[config.mk]
export PLATFORM = sky130hd
export DESIGN_NAME = dhrt_step
export DESIGN_NICKNAME = d
export VERILOG_FILES = /design/src/dhrt_pkg.sv /design/src/dhrt_rem.sv /design/src/dhrt_step.sv
export SDC_FILE = /design/constraint.sdc
export NUM_CORES = 1
export LEC_CHECK = 0
export ABC_AREA = 1
export ABC_CLOCK_PERIOD_IN_PS = 7700
export BUFFER_PORTS_ARGS = -buffer_cell sky130_fd_sc_hd__clkbuf_2
export CORE_MARGIN = 10
export CORE_UTILIZATION = 30
export CTS_CLUSTER_SIZE = 25
export DETAILED_ROUTE_END_ITERATION = 7
export PLACE_DENSITY = 0.42
export SETUP_SLACK_MARGIN = 0.05
export SYNTH_ARGS = -nofsm -noshare
export SYNTH_HDL_FRONTEND = slang
export SYNTH_SLANG_ARGS = --single-unit
[constraint.sdc]
create_clock -name clk_i -period 7.7 [get_ports clk_i]
set_input_delay 0 -clock clk_i [delete_from_list [all_inputs] [get_ports clk_i]]
set_output_delay 0 -clock clk_i [all_outputs]
set_load 0.01 [all_outputs]
[src/dhrt_pkg.sv]
`default_nettype none

package dhrt_pkg;

  localparam int unsigned TABLE_SIZE_DEF   = 1021;
  localparam int unsigned STEP_MODULUS_DEF = 719;
  localparam int unsigned MAX_PROBES_DEF   = 64;

  localparam int unsigned OCTET_W          = 8;
  localparam int unsigned IFC_W            = 16;
  localparam int unsigned KEY_W            = 10;

  typedef enum logic {
    OP_INSERT = 1'b0,
    OP_FIND   = 1'b1
  } op_e;

  typedef struct packed {
    op_e                op;
    logic [OCTET_W-1:0] octet_a;
    logic [OCTET_W-1:0] octet_b;
    logic [OCTET_W-1:0] octet_c;
    logic [IFC_W-1:0]   interface_in;
  } in_beat_t;

  typedef struct packed {
    logic             found;
    logic [IFC_W-1:0] interface_out;
    logic             table_full;
  } out_beat_t;

  typedef struct packed {
    logic               valid;
    logic [OCTET_W-1:0] oa;
    logic [OCTET_W-1:0] ob;
    logic [OCTET_W-1:0] oc;
    logic [IFC_W-1:0]   ifc;
  } slot_t;

  typedef struct packed {
    logic start;
    logic home;
    logic flush;
  } step_req_t;

endpackage

`default_nettype wire

[src/dhrt_rem.sv]
`default_nettype none

module dhrt_rem
  import dhrt_pkg::*;
#(
  parameter int unsigned DIVISOR = 2,
  parameter int unsigned IN_W    = 8,
  localparam int unsigned REM_W  = $clog2(DIVISOR + 1)
) (
  input  wire logic             clk_i,
  input  wire logic             rst_ni,
  input  wire logic             start_i,
  input  wire logic [IN_W-1:0]  value_i,
  output logic                  done_o,
  output logic [REM_W-1:0]      rem_o
);

  localparam int unsigned LOG_D  = $clog2(DIVISOR);
  localparam int unsigned SHIFT  = IN_W + LOG_D;
  localparam int unsigned MUL_W  = IN_W + 2;
  localparam int unsigned PROD_W = IN_W + MUL_W;
  localparam int unsigned PRD_W  = IN_W + REM_W;
  localparam longint unsigned RECIP =
    ((64'd1 << SHIFT) + 64'(DIVISOR) - 64'd1) / 64'(DIVISOR);
  localparam logic [MUL_W-1:0] RECIP_C = MUL_W'(RECIP);

  logic [1:0]        phase_q;
  logic              done_q;
  logic [IN_W-1:0]   val_q;
  logic [IN_W-1:0]   quo_q;
  logic [REM_W-1:0]  rem_q;
  logic [PROD_W-1:0] prod;
  logic [PRD_W-1:0]  back;

  assign prod = PROD_W'(val_q) * PROD_W'(RECIP_C);
  assign back = PRD_W'(quo_q) * PRD_W'(DIVISOR);

  always_ff @(posedge clk_i or negedge rst_ni) begin
    if (!rst_ni) begin
      phase_q <= '0;
      done_q  <= 1'b0;
    end else begin
      phase_q <= {phase_q[0] && !start_i, start_i};
      done_q  <= phase_q[1] && !start_i;
    end
  end

  always_ff @(posedge clk_i) begin
    if (start_i) begin
      val_q <= value_i;
    end
    if (phase_q[0]) begin
      quo_q <= IN_W'(prod >> SHIFT);
    end
    if (phase_q[1]) begin
      rem_q <= REM_W'(val_q - IN_W'(back));
    end
  end

  assign done_o = done_q;
  assign rem_o  = rem_q;

endmodule

`default_nettype wire

[src/dhrt_step.sv]
`default_nettype none

module dhrt_step
  import dhrt_pkg::*;
#(
  parameter int unsigned TABLE_SIZE   = TABLE_SIZE_DEF,
  parameter int unsigned STEP_MODULUS = STEP_MODULUS_DEF,
  parameter int unsigned MAX_PROBES   = MAX_PROBES_DEF,
  localparam int unsigned SW          = $clog2(TABLE_SIZE),
  localparam int unsigned CW          = $clog2(MAX_PROBES + 1)
) (
  input  wire logic             clk_i,
  input  wire logic             rst_ni,
  input  wire step_req_t        req_i,
  input  wire logic [KEY_W-1:0] key_i,
  input  wire logic [SW-1:0]    slot_i,
  input  wire logic [CW-1:0]    count_i,
  output logic                  done_o,
  output logic [SW-1:0]         slot_o
);

  localparam int unsigned MW    = $clog2(STEP_MODULUS + 1);
  localparam int unsigned PW    = MW + CW;
  localparam int unsigned NW    = ((SW > PW) ? SW : PW) + 1;
  localparam int unsigned RIN_W = (NW > KEY_W) ? NW : KEY_W;
  localparam int unsigned NRW   = $clog2(TABLE_SIZE + 1);

  typedef enum logic [1:0] {
    ST_IDLE,
    ST_MREM,
    ST_ADD,
    ST_NREM
  } st_e;

  st_e              state_q;
  logic [SW-1:0]    slot_q;
  logic [CW-1:0]    count_q;
  logic [PW-1:0]    prod_q;

  logic             m_start;
  logic             m_done;
  logic [MW-1:0]    m_rem;
  logic             n_start;
  logic [RIN_W-1:0] n_value;
  logic             n_done;
  logic [NRW-1:0]   n_rem;

  assign m_start = req_i.start && !req_i.home && !req_i.flush;
  assign n_start = !req_i.flush && ((req_i.start && req_i.home) || (state_q == ST_ADD));
  assign n_value = (req_i.start && req_i.home) ? RIN_W'(key_i)
                                               : RIN_W'(slot_q) + RIN_W'(prod_q);

  dhrt_rem #(
    .DIVISOR (STEP_MODULUS),
    .IN_W    (SW)
  ) u_mrem (
    .clk_i   (clk_i),
    .rst_ni  (rst_ni),
    .start_i (m_start),
    .value_i (slot_i),
    .done_o  (m_done),
    .rem_o   (m_rem)
  );

  dhrt_rem #(
    .DIVISOR (TABLE_SIZE),
    .IN_W    (RIN_W)
  ) u_nrem (
    .clk_i   (clk_i),
    .rst_ni  (rst_ni),
    .start_i (n_start),
    .value_i (n_value),
    .done_o  (n_done),
    .rem_o   (n_rem)
  );

  always_ff @(posedge clk_i or negedge rst_ni) begin
    if (!rst_ni) begin
      state_q <= ST_IDLE;
      slot_q  <= '0;
      count_q <= '0;
      prod_q  <= '0;
    end else begin
      priority if (req_i.flush) begin
        state_q <= ST_IDLE;
      end else if (req_i.start) begin
        slot_q  <= slot_i;
        count_q <= count_i;
        state_q <= req_i.home ? ST_NREM : ST_MREM;
      end else begin
        unique case (state_q)
          ST_IDLE: begin
            state_q <= ST_IDLE;
          end
          ST_MREM: begin
            if (m_done) begin
              prod_q  <= PW'(m_rem) * PW'(count_q);
              state_q <= ST_ADD;
            end
          end
          ST_ADD: begin
            state_q <= ST_NREM;
          end
          ST_NREM: begin
            if (n_done) begin
              state_q <= ST_IDLE;
            end
          end
          default: begin
            state_q <= ST_IDLE;
          end
        endcase
      end
    end
  end

  assign done_o = (state_q == ST_NREM) && n_done;
  assign slot_o = n_rem[SW-1:0];

endmodule

`default_nettype wire

======== Yosys cells after proc, flatten, opt, wreduce, memory -nomap -nowiden ========
Cells that the tools add are included.
storage, ports and cells
  register bits after elaboration ......... 100
  output and inout port bits .............. 11
  logic and storage cells ................. 55
  input bits .............................. 32
cells by class
  bitwise logic cells ..................... 2
  add/subtract/negate cells ............... 3
  equal/unequal tests ..................... 5
  multiply operators ...................... 5
  muxes and demuxes ....................... 7
  reduce and logical (&&, ||, !) cells .... 18
operators by type and width
  operator                                                                  number
  18-bit by 19-bit multiplier with 37-bit output (second input constant)    1
  10-bit by 11-bit multiplier with 21-bit output (second input constant)    1
  10-bit subtractor                                                         2
  10-bit by 17-bit adder with 18-bit output                                 1
  10-bit by 7-bit multiplier with 17-bit output                             1
  1-bit by 10-bit multiplier with 10-bit output (second input constant)     1
  9-bit by 10-bit multiplier with 10-bit output (second input constant)     1
  10-bit 2-to-1 mux                                                         1
  2-bit 2-to-1 mux                                                          5
  1-bit logical AND                                                         9
  4-bit by 3-bit inequality test with 1-bit output (second input constant)  2
  2-bit one-hot mux with 4 select lines                                     1
  2-bit equality test (second input constant)                               2
  1-bit zero test                                                           4
  2-bit AND reduction                                                       2
  4-bit AND reduction                                                       1
  2-bit by 1-bit equality test with 1-bit output (second input constant)    1
  2-bit zero test                                                           1
  1-bit inverter                                                            2
  1-bit logical OR                                                          1

======== Logic depth before layout (Yosys ltp) ========
  depth in word-level cells ............... 5
  depth in mapped cells ................... 23
  depth with buffers taken out ............ 23

======== Cells and area by module ========
From an unflattened synthesis, not the netlist that was laid out.
unflattened totals
  cell total of the unflattened synthesis .. 1762
  area total of the unflattened synthesis .. 14033.5 um^2
modules (own cells, without submodules)
  module             area each (um^2)  sequential area each (um^2)  instances  cells an instance
  dhrt_rem (u_nrem)  6204.7            1186.1                       1          771
  dhrt_step          4937.2            900.9                        1          719
  dhrt_rem (u_mrem)  2891.5            705.7                        1          272

======== Worst setup path after synthesis ========
OpenSTA, ideal clock, no wires.
  path kind ............................... reg-to-reg
  start ................................... reg u_nrem.quo_q[0]
  end ..................................... reg u_nrem.rem_q[9] (netlist: u_nrem.rem_o[9]) (data pin)
  stages on the path, launching flop included .. 15
  data arrival time ....................... 4.101 ns
  library setup time ...................... 0.252 ns
  required time ........................... 7.448 ns
  setup slack ............................. 3.347 ns
  buffers on the path ..................... 0
  clock period less this slack ............ 4.353 ns
  cells stage by stage .................... edfxtp_1 > inv_1 > fa_1 > inv_1 > fa_1 > fa_1 > inv_1 > fa_1 > fa_1 > ha_1 > a21o_1 > a31oi_1 > nand3_1 > nand3_1 > nand2_1
on the way
  longest elaborated chain between the ends .. 2
RTL lines
  element                                        line            text
  from (decl)                                    dhrt_rem.sv:30  logic [IN_W-1:0] quo_q;
  from (signal assigned)                         dhrt_rem.sv:53  quo_q <= IN_W'(prod >> SHIFT);
  9-bit by 10-bit multiplier with 10-bit output  dhrt_rem.sv:36  assign back = PRD_W'(quo_q) * PRD_W'(DIVISOR);
  10-bit subtractor                              dhrt_rem.sv:56  rem_q <= REM_W'(val_q - IN_W'(back));
  to (signal assigned)                           dhrt_rem.sv:56
  to (decl)                                      dhrt_rem.sv:31  logic [REM_W-1:0] rem_q;
No other way between the ends.
A chain may end at the register's enable or synchronous reset.

======== Worst setup path after layout ========
  start ................................... reg u_nrem.val_q[10]
  end ..................................... reg u_nrem.quo_q[5] (data pin)
on the way
  longest elaborated chain between the ends .. 1
RTL lines
  element                                         line            text
  from (decl)                                     dhrt_rem.sv:29  logic [IN_W-1:0] val_q;
  from (signal assigned)                          dhrt_rem.sv:50  val_q <= value_i;
  18-bit by 19-bit multiplier with 37-bit output  dhrt_rem.sv:35  assign prod = PROD_W'(val_q) * PROD_W'(RECIP_C);
  named net u_nrem.prod[33]                       dhrt_rem.sv:32  logic [PROD_W-1:0] prod;
The timed path passes the listed nets, and every way through them passes these cells.

==> summary.md <==
Detailed placement finished with a half-perimeter wire length of 30800 um. The power density over cell area works out to 308 mW/mm^2. 43 I/O pins were placed. The number of vias per cell after detailed routing came out at 4.46. The tools report the final-report setup violation count as 0. The die is 232 um tall. Core footprint: 0.0442 mm^2.

The tools report the total via count in the routed design as 10155. Buffers inserted during clock tree synthesis total 9. Once layout is complete, the cells apart from fillers number 2278. The leftover overflow at the end of global routing was 0; the number of port buffers was 42. The clock tree synthesis step divided the H-tree into 3 levels. STA puts the critical path data arrival time at 4.71 ns. The min-delay analysis places its worst path in the category in2reg. STA classifies the critical path startpoint as a flop. The shortest period the worst path allows was 4.59 ns. The horizontal die dimension was 232 um.

The full die area was 0.0536 mm^2; the clock slew at the register clock pins of the worst setup and hold paths was 0.07 ns. The placer's final routability congestion estimate is 0.875, and the number of antenna diodes is 0. The total number of nets in the final design came out at 2087. The logs give 2 for the number of buffers on the longest clock path and 5 for the detailed-router iteration count before antenna repair. The worst setup path is of the reg2reg kind.

The worst setup path is captured at a flop. In the final layout, the share of cells above drive strength 1 is 5.63%. Post-CTS repair changed the size of 0 cells. TritonCTS built the clock tree. The largest total area in the synthesized netlist belongs to sky130_fd_sc_hd__ha_1.

For the via count of the first global-routing pass, the log shows 10752. The start point of the worst hold path is req_i[0]. The slew at the pin with the worst max-slew slack came out at 1.03 ns. Setup repair after global routing left no endpoint under its margin. The post-synthesis async set-or-reset flop share came out at 42.0%. In this run the worst setup path begins at u_nrem.val_q[10]. In this run the tightest slew margin relative to its limit is 31.5%. For the synthesized cell area, the log shows 0.0134 mm^2. The clock arrives with 0.0129 ns of skew.

The initial utilization of the core area, before any placement, comes to 30.4%. The tools report the count of endpoints failing hold in the final timing report as 0. The tree built by TritonCTS fans out to 100 sinks. The reg2reg setup slack was 3.11 ns; the global-route wire length before repair was 58200 um. The logs give 417 for the iteration-0 DRC count of the detailed router and 35600 um for the routed wire length. The worst flop-to-flop path startpoint is u_nrem.val_q[10]. The max-slew violation count was 0; the required time of the critical path was 7.82 ns. Summing the sequential cell areas from Yosys gives 20.8% of the chip area.

The area added between synthesis and finish was 11.0%. Derived from the worst setup path, the maximum achievable clock frequency is 0.218 GHz. The initial antenna violation count was 0; the combined global-route utilization of all metal layers was 13.8%. The worst-case IR drop observed on VDD is 0.000255 V. The tools report the residual antenna-violating net count after detailed routing as 0. Entering global routing, the biggest net connects 43 pins. Across the run, the number of max-cap violations was 0.

After detailed routing, the average wire length per cell comes to 15.6 um. Leaving out fill and tap cells, the most frequent cell in the layout is sky130_fd_sc_hd__nand2_1. Summed over all failing endpoints, the final setup total negative slack is 0 ns.

The tools report the number of core rows as 77. The cell count after synthesis came out at 1611. Fill cell total of the finished layout: 4692.

Summed over all cells, the static leakage comes to 8.12 nW. By area the synthesized netlist is led by sky130_fd_sc_hd__ha_1, sky130_fd_sc_hd__fa_1, sky130_fd_sc_hd__edfxtp_1. The flow ran to the end, and the final reports show no timing, DRC or antenna violations.

Top fanout value on the critical path: 4. The synthesized design contains 58 enable-type register cells. The later pin in the worst-skew pair is clocked with a latency of 0.37 ns. The dominant synthesized flop cell is sky130_fd_sc_hd__edfxtp_1. The Yosys step of the flow raised 0 warnings. The tree is rooted in a sky130_fd_sc_hd__clkbuf_16. DRC violations left: 0. The proportion of netlist area held by the largest area contributor was 23.9%; the register bit count reported by yosys was 100. Share of the clock period used by the worst path: 59.6%. The number of nets in the synthesized netlist was 2017; the count of unique library cells instantiated by Yosys was 41.

After detailed placement, the design holds a cell count of 2233. The library cells used most frequently in the layout, excluding fill and tap cells, are sky130_fd_sc_hd__nand2_1, sky130_fd_sc_hd__inv_1, sky130_fd_sc_hd__ha_1. The average instance in the mapped netlist occupies 8.34 um^2.
## synth_stat cells (3+ instances only)
cell type / number
sky130_fd_sc_hd__mux2_2: 16
sky130_fd_sc_hd__nor2_1: 88
sky130_fd_sc_hd__o21bai_1: 3
sky130_fd_sc_hd__xnor2_1: 17
sky130_fd_sc_hd__nand2_1: 358
sky130_fd_sc_hd__inv_1: 356
sky130_fd_sc_hd__clkbuf_1: 9
sky130_fd_sc_hd__o21a_1: 5
sky130_fd_sc_hd__o211ai_1: 4
sky130_fd_sc_hd__xor2_1: 21
sky130_fd_sc_hd__a21oi_2: 3
sky130_fd_sc_hd__o21ai_0: 48
sky130_fd_sc_hd__dfrtp_1: 42
sky130_fd_sc_hd__and3_1: 4
sky130_fd_sc_hd__ha_1: 257
sky130_fd_sc_hd__fa_1: 117
sky130_fd_sc_hd__a21oi_1: 75
sky130_fd_sc_hd__or2_2: 3
sky130_fd_sc_hd__nor3_1: 13
sky130_fd_sc_hd__nand4_1: 8
sky130_fd_sc_hd__edfxtp_1: 58
sky130_fd_sc_hd__nand3b_1: 6
sky130_fd_sc_hd__a21o_1: 6
sky130_fd_sc_hd__nand3_2: 3
sky130_fd_sc_hd__buf_2: 6
sky130_fd_sc_hd__nand3_1: 64
## through the flow
step	util, %	hold WS, ns	setup WS [ns]	cell area (um^2)	power, mW
2_1_floorplan	-	-0.296	3.35	13400	3.29
3_3_place_gp	32.4	0.120	3.16	14300	4.19
3_5_place_dp	32.4	0.126	3.11	14300	4.17
4_1_cts	33.7	0.00317	3.09	14900	4.68
5_1_grt	33.7	0.0408	2.76	14900	5.24
6_report	33.7	0.0251	3.11	14900	4.59
## worst max-delay path, cell delays in order (launching register included)
cell	delay, ns
sky130_fd_sc_hd__edfxtp_1	0.43
sky130_fd_sc_hd__inv_1	0.07
sky130_fd_sc_hd__ha_1	0.29
sky130_fd_sc_hd__inv_1	0.06
sky130_fd_sc_hd__ha_1	0.18
sky130_fd_sc_hd__inv_1	0.09
sky130_fd_sc_hd__fa_1	0.48
sky130_fd_sc_hd__inv_1	0.04
sky130_fd_sc_hd__ha_1	0.29
sky130_fd_sc_hd__fa_1	0.54
sky130_fd_sc_hd__inv_1	0.05
sky130_fd_sc_hd__fa_1	0.57
sky130_fd_sc_hd__inv_1	0.05
sky130_fd_sc_hd__ha_1	0.32
sky130_fd_sc_hd__a21oi_1	0.23
sky130_fd_sc_hd__nand2_1	0.08
sky130_fd_sc_hd__a21oi_1	0.13
sky130_fd_sc_hd__nand2_1	0.09
sky130_fd_sc_hd__nand2_1	0.11
sky130_fd_sc_hd__nand2_1	0.12
sky130_fd_sc_hd__nand2_1	0.08
sky130_fd_sc_hd__nand2_1	0.04
## registers in the layout, indices dropped and copies added, names as in the netlist
signal and count:
u_nrem.rem_o 10, u_nrem.quo_q 9, u_nrem.val_q 18, u_mrem.quo_q 1, u_nrem.phase_q 2, slot_q 10
u_mrem.val_q 10, u_mrem.done_o 1, prod_q 17, u_mrem.rem_o 10, count_q 7, u_mrem.phase_q 2
u_nrem.done_o 1, state_q 2
## worst paths after layout
kind | to | cells after the start
hold reg to reg | u_mrem.quo_q[0] | 0
hold / removal | state_q[1] | 4
min in group asynchronous | count_q[5] | 3
setup reg to reg | u_nrem.quo_q[5] | 21
setup / recovery | u_nrem.quo_q[5] | 21
max in group asynchronous | u_mrem.done_o | 3
## area by class of cell
class / instances / area, um^2 / area share, %
Tap cell: 592 / 741 / 4.97
Inverter: 357 / 1340 / 8.98
Sequential cell: 100 / 2790 / 18.7
Clock inverter: 5 / 25.0 / 0.168
Timing Repair Buffer: 74 / 523 / 3.51
Multi-Input combinational cell: 1139 / 9240 / 61.9
Clock buffer: 11 / 254 / 1.70
## kinds of logic after synthesis
| group | Yosys count | synth area share, % |
|---|---|---|
| buf+inv | 372 | 10.4 |
| xor+xnor | 38 | 2.48 |
| simple gates | 554 | 17.0 |
| flops | 100 | 20.8 |
| fa+ha+maj | 374 | 41.4 |
| compound gates | 157 | 6.61 |
| mux | 16 | 1.34 |
## power by group
part / switching (mW) / internal (mW) / leakage, nW / total (mW)
Sequential: 0.104 / 0.711 / 1.07 / 0.815
Clock: 0.216 / 0.237 / 0.142 / 0.453
Combinational: 2.03 / 1.29 / 6.91 / 3.32
## per-layer routing
layer	up-vias	track usage, %	part of all wire (%)
li1	5235	-	-
met1	4775	18.2	49
met2	118	23.3	47
met3	27	2.11	2.7
met4	0	2.76	1.4
met5	-	0	0
## repair_timing
action / CTS / global route
setup buffers: 0 / 0
hold buffers: 29 / 0
hold endpoints to repair: 81 / 0
(Power assumes the default switching activity.)
